**src/rtl/hta_ram.sv**
```systemverilog
module hta_ram #(
    parameter int WIDTH = 8,
    parameter int DEPTH = 256
) (
    input  logic                     clk,
    input  logic                     we,
    input  logic [$clog2(DEPTH)-1:0] waddr,
    input  logic [WIDTH-1:0]         wdata,
    input  logic [$clog2(DEPTH)-1:0] raddr,
    output logic [WIDTH-1:0]         rdata
);

    logic [WIDTH-1:0] mem [DEPTH];

    // one write port, one registered read port
    always_ff @(posedge clk)
    begin
        if (we)
        begin
            mem[waddr] <= wdata;
        end
        rdata <= mem[raddr];
    end

endmodule

```
**config.mk**
```make
export PLATFORM = sky130hd
export DESIGN_NAME = hta_ram
export DESIGN_NICKNAME = d
export VERILOG_FILES = /design/src/rtl/hta_ram.sv
export SDC_FILE = /design/constraint.sdc
export NUM_CORES = 2
export LEC_CHECK = 0
export ABC_AREA = 0
export BUFFER_PORTS_ARGS = -buffer_cell sky130_fd_sc_hd__buf_2
export CAP_MARGIN = 10
export CELL_PAD_IN_SITES_DETAIL_PLACEMENT = 1
export CELL_PAD_IN_SITES_GLOBAL_PLACEMENT = 2
export CORE_ASPECT_RATIO = 1.2
export CORE_MARGIN = 4
export CORE_UTILIZATION = 40
export DETAILED_ROUTE_END_ITERATION = 8
export PLACE_DENSITY_LB_ADDON = 0.1
export REMOVE_ABC_BUFFERS = 1
export SLEW_MARGIN = 15
export SYNTH_ARGS = -nofsm -noshare
export SYNTH_HDL_FRONTEND = slang
export SYNTH_SLANG_ARGS = --single-unit
```
**constraint.sdc**
```tcl
create_clock -name clk -period 2.55 [get_ports clk]
set_input_delay 0 -clock clk [delete_from_list [all_inputs] [get_ports clk]]
set_output_delay 0 -clock clk [all_outputs]
set_load 0.01 [all_outputs]
```
; After elaboration in Yosys (flattened, before gate mapping)
; Memories as Yosys holds them, arrays and structs flattened. A register that Yosys moved wholly into a read port is not among the register bits.
; Cells that the tools add are included.
[totals]
ff_bits = 0
mem_bits_rw = 2048
in_bits = 26
out_inout_bits = 8
word_cells = 3
n_memories = 1
[mem_list]
columns = memory, words, word_bits, read_ports, rd_ports_with_merged_regs, write_ports, line
row1 = mem, 256, 8, 1, 1, 1, 13  ; logic [WIDTH-1:0] mem [DEPTH];
[classes]
muxes = 2
[op_table]
columns = operator, count
row1 = $mux W1, 2

; Longest topological paths before layout
[logic_depth]
word_depth = 2
mapped_depth = 11

; Least setup slack after synthesis
; No wires, ideal clock.
[synth_path]
kind = in2reg
from = in raddr[0]
to = reg rdata[2] (read register of mem)
setup_ps = 131
arrival_ps = 1807
setup_slack_ps = 612
cell_stages = 9
path_buffers = 4
path_cell_list = buf_6 > buf_12 > buf_8 > buf_2 > mux4_2 > a22oi_1 > a21oi_1 > nor4_1 > nor4_2
[synth_lines]
columns = item, line
row1 = start: declaration, 9  ; input logic [$clog2(DEPTH)-1:0] raddr,
row2 = end: declaration, 10  ; output logic [WIDTH-1:0] rdata

==> impl_metrics.py <==
metrics = {
    "routing": {
        "routed-via-count": 40580,
        "detail_route.wl_per_cell_um": 32.18,
        "wl_mm": 231.6,
        "drt_pre_antenna_iters": 5,
        "route.antenna.remaining_nets": 0,
        "detail_route.drc_violations": 0,
        "detail_route.iter0.violations": 4156,
        "post_drt_via_cell_ratio": 5.638,
    },
    "yosys": {
        "synth_warnings": 0,
        "synth_edf_count": 2048,
        "synth.most_common_cell": "edfxtp_1",
        "netlist_area_um2": 79560,
        "yosys_most_used_dff": "edfxtp_1",
        "synthDominantCellAreaShare": 0.7730,
        "synthesis.instances": 3733,
        "synthDominantAreaCellType": "edfxtp_1",
        "synth_cell_types": 55,
        "seq_area_frac_synth": 0.7750,
        "synth_commonest_cells": "edfxtp_1 (2,048), mux4_2 (454), nor2_1 (282), mux2i_1 (134), a22oi_1 (133)",
        "biggest_area_contributors_in_the_synthesized_netlist": "edfxtp_1 (77%), mux4_2 (13%), mux2i_1 (1.7%)",
        "synthArstFlopShare": 0,
        "syn-mean-instance-area_um2": 21.31,
        "synth_seq_cells": 2056,
    },
    "floorplan": {
        "die_height_um": 496.5,
        "start_util": 0.4018,
        "fp.dieArea_um2": 206100,
        "ioPinCount": 34,
        "design.core.area_um2": 198000,
        "fp-row-count": 179,
        "die_x_um": 415.1,
    },
    "run_status": {
        "outcome": "completed",
    },
    "power_and_ir_drop": {
        "p_switching_mw": 15.60,
        "total_leakage_power_nw": 30.33,
        "sequentialPowerShare": 0.521,
        "pwr-share-clk": 0.423,
        "swShare": 0.2179,
        "p_int_mw": 56.00,
        "powerDensity_nw_per_um2": 758.9,
        "combinationalPowerShare": 0.056,
        "ir_drop_v": 0.0007048,
    },
    "placed_design": {
        "routabilityCongestion": 0.8387,
        "postPlaceCellArea_um2": 87310,
        "placement.io_buffers": 33,
        "place_hpwl_mm": 152.9,
    },
    "critical_path": {
        "worst-r2r-setup-slack_ps": 70,
        "worst_reg_to_reg_path_cell_count": 7,
        "timing.critical_path.required_ps": 3290,
        "critical_path.reg2reg.startpoint": "mem[101][4]$_DFFE_PP_",
        "timing.critical_path.fanout_max": 1,
        "critical_path.startpoint": "mem[101][4]$_DFFE_PP_",
        "crit_arrival_ps": 3210,
        "worst_r2r_endpoint": "rdata[4]$_DFF_P_",
        "endpoint_class_of_the_critical_path": "flip-flop",
        "criticalPathCategory": "reg -> reg",
        "critical_path.startpoint_type": "flip-flop",
    },
    "min_path": {
        "min_from": "raddr[5]",
        "min_path_cells": 5,
        "hp-class": "in -> reg",
        "hold_end": "rdata[6]$_DFF_P_",
    },
    "layout": {
        "drive_gt1_frac": 0.3186,
        "design_area_um2": 94350,
        "final_nets": 4421,
        "area_growth_syn_to_layout_pct": 18.59,
    },
    "timing": {
        "fin_worst_hold_slack_ps": 72.91,
        "worst_pin_slew_ps": 962.0,
        "max_freq_mhz": 404.0,
        "finalMaxSlewViolations": 0,
        "setup_viol": 0,
        "timing.final.crit_share": 0.9707,
        "final_hold_viol_count": 0,
        "final_critical_path_required_period_ps": 2475,
        "setup_repair_after_global_routing_missed_its_margin": "no",
        "clk_skew_ps": 38.72,
        "slew_headroom": 0.3587,
    },
    "clock_network": {
        "clk_pin_slew_ps": 60,
        "ctsLongestPathBuffers": 3,
        "cts_tree": "done",
        "cts_post_setup_buffers_inserted": 0,
        "clock_tree.htree_level_count": 4,
        "cts.root.buffer_cell": "clkbuf_16",
        "clk-insertion-delay-late_ps": 850,
        "inserted_clock_buffers": 203,
        "cts.sink_count": 2056,
    },
    "global_routing": {
        "grt_antenna_before_repair": 16,
        "number_of_global_route_vias_before_repair": 43470,
        "grt.total_usage": 0.2249,
        "largest_net_degree_at_the_start_of_global_routing": 108,
        "grt-ovfl-total": 0,
        "grt_pass1_wl_mm": 330.0,
    },
    "job": {
        "cap_viol_max_count": 0,
    },
}
layout make-up:
| cell class | instances | area [µm²] |
|---|---|---|
| timing repair buffer | 690 | 6071 |
| sequential | 2056 | 61660 |
| clock buffer | 233 | 5192 |
| tap | 2624 | 3283 |
| multi-input combinational | 1442 | 16580 |
| inverter | 2 | 7.507 |
| fill | 18050 | 103600 |
| clock inverter | 147 | 1546 |
| antenna | 4 | 10.01 |
layer usage:
| metal | part of all wire | routed length [µm] | track usage |
|---|---|---|---|
| met3 | 0.052 | 12020 | 0.02820 |
| met2 | 0.51 | 117900 | 0.3870 |
| met1 | 0.41 | 94910 | 0.3030 |
| met4 | 0.030 | 6851 | 0.06592 |
| met5 | 0 | 0 | 0 |
sequential cells by signal (all words and copies together), names as in the netlist:
register,flops
rdata,8
mem,2048
layout by cell type, fill, tap and decap left out, types with 25 or more instances in the layout:
| cell type | count |
|---|---|
| edfxtp_1 | 2048 |
| buf_4 | 572 |
| mux4_2 | 454 |
| nor2_1 | 279 |
| clkbuf_16 | 203 |
| mux2i_1 | 134 |
| a22oi_1 | 133 |
| a21oi_1 | 96 |
| buf_12 | 66 |
| clkinv_1 | 50 |
| o221ai_1 | 46 |
| clkinv_2 | 43 |
| nand3_1 | 34 |
| nand2_1 | 33 |
| clkbuf_1 | 30 |
| o22ai_1 | 28 |
| nor2b_1 | 27 |
| bufinv_16 | 25 |
worst max-delay path by stage:
stage	to	depth (start not counted)
after floorplan	rdata[6]$_DFF_P_	6
after global placement	rdata[7]$_DFF_P_	12
after global routing	rdata[1]$_DFF_P_	6
after CTS	rdata[1]$_DFF_P_	6
after detailed placement	rdata[6]$_DFF_P_	10
final	rdata[4]$_DFF_P_	7
power groups by stage:
stage / Sequential, mW / Combinational, mW / Clock (mW)
floorplan: 38.0 / 1.31 / 0
global placement: 38.0 / 3.97 / 0
detailed placement: 38.0 / 4.05 / 0
CTS: 37.3 / 4.11 / 31.0
global route: 37.3 / 4.26 / 32.5
finish: 37.3 / 4.03 / 30.3
metrics by stage:
stage          cells  setup slack, ps    util  power [mW]  TNS, ps
2_1_floorplan   3500            142.2       -       39.31        0
3_3_place_gp    6792            -1325  0.4409       42.00    -4640
3_5_place_dp    6793           -745.0  0.4410       42.09    -3621
4_1_cts         7194            9.074  0.4764       72.44        0
5_1_grt         7195            49.84  0.4765       74.09        0
6_report        7198            74.61  0.4765       71.60        0
timing repair:
action,4_1_cts,5_1_grt
endpoints found under the hold margin,1045,0
pin swaps,0,0
hold buffers,21,0
setup endpoints to repair,5,3
gates resized for setup,9,3
logic make-up (layout without fill, tap and decap cells):
logic type             after synthesis  after routing  share of synthesized area
flip-flops                        2056           2056                     0.7750
multiplexers                       591            591                     0.1462
AND/OR/NAND/NOR                    466            466                    0.02628
AO/OA/AOI/OAI                      385            385                    0.03419
buffers and inverters              235           1072                    0.01831
other                                0              4                          0
worst max-delay path, stage by stage, from the launching register on:
cell and delay, ps:
edfxtp_1 370, mux4_2 470, nor2b_1 150, a211oi_1 410
nor3_1 180, nor4_4 450, buf_4 250, nor4_1 70
Note: power is estimated with default switching activity, not from simulation.
