`config.mk`:
```
export PLATFORM = sky130hd
export DESIGN_NAME = hta_live_map
export DESIGN_NICKNAME = d
export VERILOG_FILES = /design/src/rtl/hta_pkg.sv /design/src/rtl/hta_live_map.sv
export SDC_FILE = /design/constraint.sdc
export NUM_CORES = 1
export LEC_CHECK = 0
export BUFFER_PORTS_ARGS = -buffer_cell sky130_fd_sc_hd__buf_2
export CAP_MARGIN = 20
export CORE_MARGIN = 2
export CORE_UTILIZATION = 45
export CTS_CLUSTER_DIAMETER = 50
export DETAILED_ROUTE_END_ITERATION = 6
export GPL_TIMING_DRIVEN = 0
export SLEW_MARGIN = 10
export SYNTH_ARGS = -nofsm -noshare
export SYNTH_HDL_FRONTEND = slang
export SYNTH_SLANG_ARGS = --single-unit
```
`constraint.sdc`:
```
create_clock -name clk -period 1.88 [get_ports clk]
set_clock_uncertainty 0.05 [all_clocks]
set_input_delay 0.188 -clock clk [delete_from_list [all_inputs] [get_ports clk]]
set_output_delay 0.188 -clock clk [all_outputs]
set_load 0.03 [all_outputs]
```
`src/rtl/hta_pkg.sv`:
```
package hta_pkg;

    // table geometry
    localparam int ID_SPACE = 256;
    localparam int SLOTS    = 256;
    localparam int ID_W     = $clog2(ID_SPACE);
    localparam int SLOT_W   = $clog2(SLOTS);
    localparam int CNT_W    = $clog2(SLOTS + 1);

    // free-id search tree: groups of live bits
    localparam int GRP      = 16;
    localparam int GRP_W    = $clog2(GRP);
    localparam int NGRP     = ID_SPACE / GRP;
    localparam int NGRP_W   = $clog2(NGRP);

    // request kinds
    localparam logic REQ_ALLOC   = 1'b0;
    localparam logic REQ_RELEASE = 1'b1;

    typedef enum logic [1:0] {
        ST_OK      = 2'd0,
        ST_FULL    = 2'd1,
        ST_INVALID = 2'd2
    } status_t;

    // live bit updates from the sequencer
    typedef struct packed {
        logic            set_en;
        logic [ID_W-1:0] set_id;
        logic            clr_en;
        logic [ID_W-1:0] clr_id;
    } live_upd_t;

    // lowest free id and lookup answer back to the sequencer
    typedef struct packed {
        logic            free_found;
        logic [ID_W-1:0] free_id;
        logic            qry_live;
    } live_info_t;

endpackage

```
`src/rtl/hta_live_map.sv`:
```
module hta_live_map (
    input  logic                      clk,
    input  logic                      rst_n,
    input  hta_pkg::live_upd_t        upd,
    input  logic [hta_pkg::ID_W-1:0]  qry_id,
    output hta_pkg::live_info_t       info
);

    logic [hta_pkg::ID_SPACE-1:0] live_reg;
    logic [hta_pkg::ID_SPACE-1:0] live_next;

    logic [hta_pkg::NGRP-1:0]  grp_free_reg;
    logic [hta_pkg::NGRP-1:0]  grp_free_next;
    logic [hta_pkg::GRP_W-1:0] grp_low_reg  [hta_pkg::NGRP];
    logic [hta_pkg::GRP_W-1:0] grp_low_next [hta_pkg::NGRP];

    logic [hta_pkg::NGRP_W-1:0] pick_grp;
    logic                       pick_found;

    // live bit per id, id 0 never live
    always_comb
    begin
        live_next = live_reg;
        if (upd.set_en)
        begin
            live_next[upd.set_id] = 1'b1;
        end
        if (upd.clr_en)
        begin
            live_next[upd.clr_id] = 1'b0;
        end
    end

    always_ff @(posedge clk or negedge rst_n)
    begin
        if (!rst_n)
        begin
            live_reg <= '0;
        end
        else
        begin
            live_reg <= live_next;
        end
    end

    // first tree level: lowest free bit inside each group, registered
    always_comb
    begin
        for (int g = 0; g < hta_pkg::NGRP; g++)
        begin
            grp_free_next[g] = 1'b0;
            grp_low_next[g]  = '0;
            for (int b = hta_pkg::GRP - 1; b >= 0; b--)
            begin
                if (!live_reg[g * hta_pkg::GRP + b] && (g * hta_pkg::GRP + b) != 0)
                begin
                    grp_free_next[g] = 1'b1;
                    grp_low_next[g]  = hta_pkg::GRP_W'(b);
                end
            end
        end
    end

    always_ff @(posedge clk or negedge rst_n)
    begin
        if (!rst_n)
        begin
            grp_free_reg <= '0;
        end
        else
        begin
            grp_free_reg <= grp_free_next;
        end
    end

    always_ff @(posedge clk)
    begin
        grp_low_reg <= grp_low_next;
    end

    // second tree level: lowest group with a free id
    always_comb
    begin
        pick_found = 1'b0;
        pick_grp   = '0;
        for (int g = hta_pkg::NGRP - 1; g >= 0; g--)
        begin
            if (grp_free_reg[g])
            begin
                pick_found = 1'b1;
                pick_grp   = hta_pkg::NGRP_W'(g);
            end
        end
    end

    assign info.free_found = pick_found;
    assign info.free_id    = {pick_grp, grp_low_reg[pick_grp]};
    assign info.qry_live   = live_reg[qry_id];

endmodule

```
-- Word-level counts from Yosys, hierarchy flattened
Cells that the tools add are included.
- register bits: 336
- bits of input ports: 28
- output and inout port bits: 10
- logic and storage cells: 661
- magnitude comparators: 6
- mux-type cells: 537
- bitwise logic cells: 4
- reduce and logical (&&, ||, !) cells: 49
- operators by type and width (cell ; number):
    $mux W4 ; 146
    $mux W256 ; 2
    $mux W1 ; 289
    $and A256 B256 Y256 ; 1
    $not A256 Y256 ; 1
    $or A256 B256 Y256 ; 1
    $mux W3 ; 64
    $reduce_and A8 Y1 ; 15
    $mux W2 ; 32
    $reduce_and A4 Y1 ; 15
    $reduce_and A2 Y1 ; 15
    $lt A8 B9 Y1 const B ; 3
    $bmux W4 S4 ; 1
    $demux W1 S8 ; 2
    $ge A8 B1 Y1 const B ; 2
    $bmux W1 S8 ; 1
    $reduce_and A7 Y1 ; 1
    $ge A5 B5 Y1 const B ; 1
    $not A4 Y5 ; 1
    $reduce_and A3 Y1 ; 1
    $logic_and A1 B1 Y1 ; 2

-- Logic depth before layout (Yosys ltp)
Gate-level depths: netlist of run 1.
- depth after elaboration: 20
- depth in mapped cells: 11
- mapped depth without buffers: 8

-- Worst setup path after synthesis of run 1
Ideal clock, no wire load.
- path type: in2out
- start point: input port qry_id[0] (netlist bit)
- end point: output port info[0] (netlist bit)
- arrival: 2.127 ns
- required time: 1.642 ns
- setup slack: -0.485 ns
- cell stages on the path: 9
- path through: buf_6 -> or3b_1 -> buf_2 -> o22ai_1 -> or3_1 -> o22ai_1 -> a211oi_1 -> nand4_1 -> nor3_1
- RTL lines (what ; line ; source):
    start, declared ; hta_live_map.sv:5 ; input logic [hta_pkg::ID_W-1:0] qry_id,
    end, declared ; hta_live_map.sv:6 ; output hta_pkg::live_info_t info

==> results of run 1 <==
## worst max-delay path by stage
stage / from / to / slack [ns] / depth (start not counted)
floorplan: grp_free_reg[0] / info[3] / -0.25 / 8
global placement: rst_n / live_reg[112] / -4.58 / 1
detailed placement: qry_id[5] / info[0] / -1.37 / 10
CTS: grp_free_reg[12] / info[2] / -1.15 / 10
global route: grp_free_reg[11] / info[1] / -1.22 / 9
finish: live_reg[140] / info[0] / -1.18 / 8
## cells in the final DEF, fill, tap and decap left out, types with 7 or more instances in the layout
master     netlist  routed
nand4_1         49      49
dfrtp_2          0       7
nor2_1         111      97
nand2_1        123     118
o21ai_0         48      45
a211oi_2         2      11
a21oi_1        528     528
dfxtp_1         64      64
and2_1          39      36
dfrtp_1        272     265
clkbuf_2         0      15
nor3_2           0       9
nor3b_2          0       7
mux2i_1         77      72
buf_2           12      35
o211ai_1        18      18
a41o_1          14      14
a31oi_1         39      39
nand2b_1        21      20
nor3_1          61      49
clkbuf_8         0       8
nor2_2           0      11
o2111ai_1       13      13
a21boi_0        35      34
buf_6           10      23
nand3_1         30      29
inv_1           68      67
buf_4            9      32
o22ai_1         31      31
mux4_2          37      37
clkbuf_16        0      45
clkbuf_1        64      51
## per-stage QoR
step / instance area, um2 / hold slack [ns] / setup WS [ns]
CTS: 20200 / 0.0002263 / -1.149
detailed placement: 18290 / 0.07146 / -1.371
finish: 20460 / 0.03879 / -1.179
global placement: 18080 / 0.4637 / -4.580
global route: 20450 / 0.05666 / -1.219
floorplan: 17270 / -0.1576 / -0.2497
## cell families after synthesis
logic type             synth area share
muxes                           0.09646
buffers and inverters           0.04434
and+or+nand+nor                  0.1379
DFF                              0.4699
AOI/OAI and AO/OA                0.2514
## routing by layer
layer	GRT usage	share of wire	up-vias
met5	0	0.00035	-
met3	0.1242	0.13	261
met4	0.1942	0.055	4
li1	-	-	7166
met1	0.5080	0.40	8284
met2	0.5279	0.42	1144
## final cells by class
| type | count | area [um2] | area share |
|---|---|---|---|
| Sequential cell | 336 | 8097 | 0.3956 |
| Timing Repair Buffer | 70 | 613.1 | 0.02996 |
| Clock buffer | 62 | 1270 | 0.06206 |
| Antenna cell | 5 | 12.51 | 0.0006114 |
| Multi-Input combinational cell | 1367 | 8807 | 0.4304 |
| Clock inverter | 17 | 235.2 | 0.01149 |
| Tap cell | 511 | 639.4 | 0.03124 |
| Inverter | 69 | 264.0 | 0.01290 |
| Buffer | 90 | 526.8 | 0.02574 |
## power groups by stage
stage / sequential, mW / combinational, mW / clock (mW)
detailed placement: 8.44 / 1.89 / 0
finish: 8.36 / 2.04 / 8.74
floorplan: 8.25 / 1.17 / 0
global placement: 8.42 / 1.82 / 0
global route: 8.42 / 2.19 / 9.09
CTS: 8.32 / 1.93 / 8.76
## Yosys cell counts (all sizes together) (2+ instances only)
library cell,n
nor2b,6
buf,36
o221ai,3
a41o,14
a22oi,7
nand4,49
or3,7
a21oi,529
mux2i,77
nand2,123
nand3b,3
nand2b,21
dfxtp,64
a22o,4
o22ai,31
nor3b,10
o31ai,3
a211oi,13
mux2,5
clkbuf,64
dfrtp,272
mux4,37
a31oi,40
nor3,61
nor2,112
o21ai,51
and2,40
a21boi,35
or2,2
o2111ai,13
o211ai,18
nor4,12
inv,69
and4,4
nand3,30
## worst max-delay path, stage by stage, from the launching register on
cell and delay [ns]:
dfrtp_1 0.45, mux2i_1 0.10, o2111ai_1 0.17, or3_1 0.27, nand3_1 0.13, a211oi_2 0.30
nand4_1 0.22, nor3_2 0.36, buf_4 0.23
## timing repair
item | CTS | global route
endpoints found under the hold margin | 195 | 0
cloned | 1 | 0
setup endpoints to repair | 110 | 99
gates resized for setup | 85 | 62
buffers inserted | 10 | 12
hold buffers | 1 | 0
pin swaps | 17 | 9
==> summary.txt, run 1 <==
Worst-path clk slew - 0.06 ns
Violated checks - setup timing
Net switching power of the design - 5.271 mW
Die area - 39830 um2
Post-DR wirelength/cell - 29.08 um
Slew @ Worst Pin - 1.119 ns
Die H - 199.6 um
First-pass GRT wire length - 106100 um
#FFs+latches synth - 336
Max-cap viol count - 0
Routed via count - 16860
Filler cell count - 3464
R2r startpoint - live_reg[133]
RSZ-0062 raised after global routing - yes
HP Class - in2async
First-pass DRT Iterations - 6
WS Path Type - reg2out
Cell taking the most area after synthesis - dfrtp_1
PortBufs - 34
Width of the die - 199.6 um
Clk Latency, worst-skew pair - 0.58 ns
Avg Vias per Cell - 6.672
Reg2Reg Depth - 2
Mapped Cells - 1872
Iter 0 DRT Violations - 2260
Post-Route WL - 73480 um
GRT Total Usage - 0.3737
F_max - 326.9 MHz
Pins Over Slew Limit - 0
Switch share - 0.2754
Req. time, crit path - 1.64 ns
Antenna viol nets, final - 0
Final setup fails - 15
CTS tree - done
Total power - 19.14 mW
Cell Area, Synth - 17210 um2
Initial cell density of the core - 0.4570
Core Region - 37670 um2
P&R area growth vs syn - 18.89%
Leakage - 8.324 nW
Clock Power Share - 0.457
Dpl cells - 2428
Status - finished, violations left
Minimum clock period - 3.059 ns
Share of layout cells above drive strength 1 - 0.1636
Nets - 2005
Clk root buf - clkbuf_16
Net Count, Synth - 1900
Largest cells by area after synthesis - dfrtp_1 (40%), a21oi_1 (15%), dfxtp_1 (7.4%), mux4_2 (4.8%), mux2i_1 (4.5%)
GRT overflow - 0
Flop pwr share - 0.437
Pin count of the biggest net entering global routing - 82
Hold Violations, Final - 0
Non-filler cells, final - 2527
PwrDens - 935.2 nW/um2
Number of distinct library cells after synthesis - 54
Startpoint Class - flip-flop
Combinational Power Share - 0.107
Num ports - 38
Top FF cell, synth - dfrtp_1
Fin crit share - 1.627
Residual DRC count - 0
Top cell type's share of synthesized area - 0.3954
Reg-to-Reg End - grp_low_reg[31]
Cts bufs inserted - 43
Gpl congestion - 1.009
CTS Buffer Depth - 3
Post-DP HPWL - 51100 um
Post-synthesis sequential area ratio - 0.4699
Worst Setup End Kind - output port
Peak VDD IR - 652.1 uV
WP data arrival - 2.82 ns
CTS HTree Levels - 2
Rel. slew slack - 0.2543
Rows - 71
Initial antenna violation count - 6
R2r setup slk - 0.06 ns
Setup tns final - -7.558 ns
Crit path max fanout - 5
Number of global-route vias before repair - 15790
Internal power - 13.87 mW
Ys async rst share - 0.8095
Max FFs per register - 256
EDFF count, synth - 0
Yosys warns - 0
Post-Syn Area per Cell - 9.195 um2
Clock sink count - 336
Final core utilization - 0.5433
Final WS setup - -1.179 ns
Note: power is estimated with default switching activity, not from simulation.
==> run 2, diff against run 1 <==
Settings changed: RECOVER_POWER set to 50.
==> summary.txt, run 2 (synthesis gave the netlist of run 1 again) <==
Initial antenna violation count - 6
CTS HTree Levels - 2
Core Region - 37670 um2
Metal3 WL - 9362 um
PwrDens - 935.7 nW/um2
Slowest-stage cell, CP - dfrtp_1
Pins Over Slew Limit - 0
Post-DR wirelength/cell - 29.07 um
F_max - 329.3 MHz
Avg Vias per Cell - 6.698
GRT overflow - 0
Uppermost routed layer - met5
P&R area growth vs syn - 18.69%
Area of the multi-input gates - 8802 um2
Number of global-route vias before repair - 15790
Critical path cell sequence - mux2i_1, o2111ai_1, or3_1, nand3_1, a211oi_2, nand4_1, nor3_2, buf_4
Clk Latency, worst-skew pair - 0.58 ns
Pre-CTS setup slack - -1.371 ns
CTS Buffer Depth - 3
CTS tree - done
Crit path max fanout - 5
GRT Total Usage - 0.3737
Final WS setup - -1.157 ns
HP Class - in2reg
Leakage - 8.298 nW
Share of layout cells above drive strength 1 - 0.1621
PortBufs - 34
Req. time, crit path - 1.64 ns
Violated checks - setup timing
Status - finished, violations left
Commonest non-fill, non-tap cells in the layout - a21oi_1 (528), dfrtp_1 (265), nand2_1 (118)
Slew @ Worst Pin - 1.283 ns
Gpl congestion - 1.009
WS Path Type - reg2out
Routed via count - 16930
Commonest non-fill, non-tap cell in the layout - a21oi_1
Peak VDD IR - 652.7 uV
Initial cell density of the core - 0.4570
Die area - 39830 um2
First-pass DRT Iterations - 5
Cts bufs inserted - 43
Minimum clock period - 3.037 ns
Clock sink count - 336
Met1 WL - 29340 um
Clk root buf - clkbuf_16
Worst-path clk slew - 0.06 ns
Residual DRC count - 0
Max-cap viol count - 0
Total power - 19.12 mW
RSZ-0062 raised after global routing - yes
Rel. slew slack - 0.1445
Post-Route WL - 73500 um
Hold Violations, Final - 0
Fin crit share - 1.615
Rows - 71
Post-DP HPWL - 51100 um
Worst Setup End Kind - output port
First-pass GRT wire length - 106100 um
Max stage delay on crit path - 0.45 ns
WP data arrival - 2.80 ns
Nets - 2005
Max FFs per register - 256
Filler cell count - 3467
Num ports - 38
Die H - 199.6 um
Startpoint Class - flip-flop
Iter 0 DRT Violations - 2354
Final core utilization - 0.5424
Width of the die - 199.6 um
Pin count of the biggest net entering global routing - 82
Storage cell area - 8097 um2
Routed met2 length - 30800 um
Antenna viol nets, final - 0
Final setup fails - 142
[run 2: changes by cell type in the layout (fill, tap and decap cells not counted), moves of 2 or more]
cell / previous run / this run
and2_1: 36 / 29
buf_2: 35 / 32
clkbuf_2: 15 / 17
buf_16: 3 / 1
and2_0: 1 / 8
buf_4: 32 / 30
clkbuf_4: 1 / 3
clkbuf_1: 51 / 53
[run 2: through the flow]
stage | instances | area [um2] | TNS [ns] | hold WS (ns)
finish | 2528 | 20430 | -21.29 | 0.03836
detailed placement | 2428 | 18290 | -114.25 | 0.07146
CTS | 2516 | 20200 | -7.623 | 0.0002263
global route | 2522 | 20410 | -52.46 | 0.05758
global placement | 2417 | 18080 | -1387.77 | 0.4637
floorplan | 1872 | 17270 | -1.169 | -0.1576
[run 2: routing by layer]
layer / up-vias / GRT usage
li1: 7183 / -
met1: 8311 / 0.5080
met2: 1176 / 0.5279
met3: 259 / 0.1242
met4: 4 / 0.1942
met5: - / 0
[run 2: worst max-delay path: cells and delay by family (launching register included)]
kind	cells	cell delay, ns
multiplexers	1	0.10
AND/OR/NAND/NOR	4	0.97
buffers and inverters	1	0.23
flip-flops	1	0.45
AO/OA/AOI/OAI	2	0.47
[run 2: final timing paths]
check / startpoint / to / slack [ns] / depth (start not counted)
setup reg to reg: live_reg[143] / grp_low_reg[29] / 0.06 / 5
min in group asynchronous: rst_n / live_reg[128] / 0.35 / 2
setup / recovery: live_reg[140] / info[0] / -1.16 / 8
hold reg to reg: live_reg[18] / grp_low_reg[57] / 0.47 / 1
max in group asynchronous: rst_n / grp_free_reg[8] / -0.12 / 4
hold / removal: upd[0] / live_reg[192] / 0.04 / 3
[run 2: final cells by class]
type	count	area share
multi-input combinational	1367	0.4309
sequential	336	0.3963
clock buffer	62	0.06216
tap	511	0.03130
timing repair buffer	70	0.02842
buffer	90	0.02578
inverter	69	0.01292
clock inverter	17	0.01151
antenna	6	0.0007349
[run 2: repair_timing]
| action | CTS | global route |
|---|---|---|
| cloned | 1 | 0 |
| hold endpoints to repair | 195 | 0 |
| pin swaps | 17 | 9 |
| gates resized for setup | 85 | 62 |
| endpoints found under the setup margin | 110 | 99 |
| hold buffers | 1 | 0 |
| setup buffers | 10 | 12 |
[run 2: power breakdown]
part / internal, mW / switching [mW] / leakage, nW / total, mW
clock: 5.40 / 3.33 / 0.738 / 8.73
sequential: 7.71 / 0.653 / 4.13 / 8.36
combinational: 0.756 / 1.27 / 3.43 / 2.03
==> run 3, diff against run 2 <==
Settings changed: CORE_ASPECT_RATIO set to 0.9.
==> summary.txt, run 3 (synthesis gave the netlist of run 1 again) <==
Status - finished, violations left
Violated checks - setup timing
CTS tree - done
F_max - 337.8 MHz
Final setup fails - 167
Final WS setup - -1.080 ns
Initial antenna violation count - 7
Minimum clock period - 2.960 ns
Crit-path leading delay family - simple AND/OR/NAND/NOR gates
Hold wc startpoint - upd[3]
CTS HTree Levels - 2
Worst-path clk slew - 0.06 ns
Crit path buffers/inverters - 2
Die area - 39830 um2
Commonest non-fill, non-tap cells in the layout - a21oi_1 (528), dfrtp_1 (266), nand2_1 (119)
Flop pwr share - 0.440
HP Class - in2reg
Max stage delay on crit path - 0.47 ns
Slowest-stage cell, CP - dfrtp_1
Clk Latency, worst-skew pair - 0.58 ns
Reg-to-Reg End - grp_low_reg[31]
Iter 0 DRT Violations - 3003
Pins Over Slew Limit - 0
Post-DP HPWL - 51390 um
Clk root buf - clkbuf_16
Num ports - 38
WS Path Type - reg2out
First-pass DRT Iterations - 6
Hold Violations, Final - 0
Internal power - 13.61 mW
P&R area growth vs syn - 18.56%
Post-Route WL - 73280 um
Cts bufs inserted - 42
Post-DR wirelength/cell - 29.37 um
Worst Setup End Kind - output port
Commonest non-fill, non-tap cell in the layout - a21oi_1
Rel. slew slack - 0.07070
Initial cell density of the core - 0.4593
Net switching power of the design - 5.402 mW
Filler cell count - 3346
RSZ-0062 raised after global routing - yes
Dpl cells - 2397
Req. time, crit path - 1.64 ns
PwrDens - 931.8 nW/um2
Switch share - 0.2841
Avg Vias per Cell - 6.794
Fin Hold WS - 0.05358 ns
CTS Buffer Depth - 3
Crit path max fanout - 5
Fin crit share - 1.575
Nets - 2003
Clock Power Share - 0.454
PortBufs - 34
Width of the die - 210.2 um
GRT Total Usage - 0.3680
Core Region - 37470 um2
Die H - 189.5 um
Leakage - 8.251 nW
Max-cap viol count - 0
Combinational Power Share - 0.106
Gpl congestion - 1.060
R2r startpoint - live_reg[130]
Clock sink count - 336
Non-filler cells, final - 2495
Antenna viol nets, final - 0
Min-Delay Path Depth - 3
Startpoint Class - flip-flop
Reg2Reg Depth - 2
R2r setup slk - 0.08 ns
Peak VDD IR - 566.3 uV
Routed via count - 16950
Share of layout cells above drive strength 1 - 0.1638
Critical path cell sequence - or3_4, a31oi_4, nor2_8, buf_12, mux2i_1, a211oi_2, and4_4, buf_6
Hold worst-path end - live_reg[208]
Pin count of the biggest net entering global routing - 100
WP data arrival - 2.72 ns
GRT overflow - 0
Residual DRC count - 0
Rows - 67
Slew @ Worst Pin - 1.394 ns
First-pass GRT wire length - 106200 um
Number of global-route vias before repair - 15650
Max FFs per register - 256
## run 3: worst reg2reg max path: stages (launching register included)
cell	delay, ns
dfrtp_1	0.44
nand4_1	0.19
nor3_1	0.92
## run 3: stage by stage
stage	setup TNS (ns)	instance area [um2]	power (mW)	utilization	setup WS (ns)
after floorplan	-1.169	17270	9.417	-	-0.2497
after global routing	-46.24	20400	19.58	0.5444	-1.175
after detailed placement	-115.78	18210	10.33	0.4861	-1.255
after global placement	-1382.29	18040	10.25	0.4815	-4.589
final	-29.26	20410	19.02	0.5446	-1.080
after CTS	-7.402	20170	18.94	0.5384	-1.143
## run 3: cell type report
cell class | instances | area (um2) | share of cell area
multi-input combinational | 1367 | 8886 | 0.4354
sequential | 336 | 8095 | 0.3967
clock buffer | 52 | 1204 | 0.05898
tap | 483 | 604.3 | 0.02961
buffer | 93 | 536.8 | 0.02630
timing repair buffer | 66 | 524.3 | 0.02569
clock inverter | 25 | 281.5 | 0.01379
inverter | 69 | 266.5 | 0.01306
antenna | 4 | 10.01 | 0.0004905
## run 3: metal layers
metal	global-route usage	up-vias	wire length, um
met2	0.5131	1274	29860
li1	-	7161	-
met1	0.5166	8249	29460
met3	0.1264	264	10120
met4	0.1637	2	3821
met5	0	-	13
## run 3: power groups by stage
| stage | Clock [mW] | Combinational [mW] | Sequential (mW) |
|---|---|---|---|
| floorplan | 0 | 1.17 | 8.25 |
| global placement | 0 | 1.83 | 8.42 |
| detailed placement | 0 | 1.89 | 8.44 |
| CTS | 8.69 | 1.94 | 8.32 |
| global route | 9.00 | 2.16 | 8.42 |
| finish | 8.64 | 2.02 | 8.36 |
## run 3: worst max-delay path by stage
stage,from,end,depth (start not counted),slack [ns]
CTS,grp_free_reg[10],info[3],9,-1.14
global placement,rst_n,live_reg[112],1,-4.59
global route,grp_free_reg[10],info[1],9,-1.18
detailed placement,qry_id[5],info[0],10,-1.26
floorplan,grp_free_reg[0],info[3],8,-0.25
finish,grp_free_reg[2],info[1],8,-1.08
## run 3: timing repair
item,in CTS,in global routing
pin swaps,22,18
buffers inserted,11,10
endpoints found under the hold margin,94,0
resized for setup,102,55
endpoints found under the setup margin,120,88
hold buffers,3,0
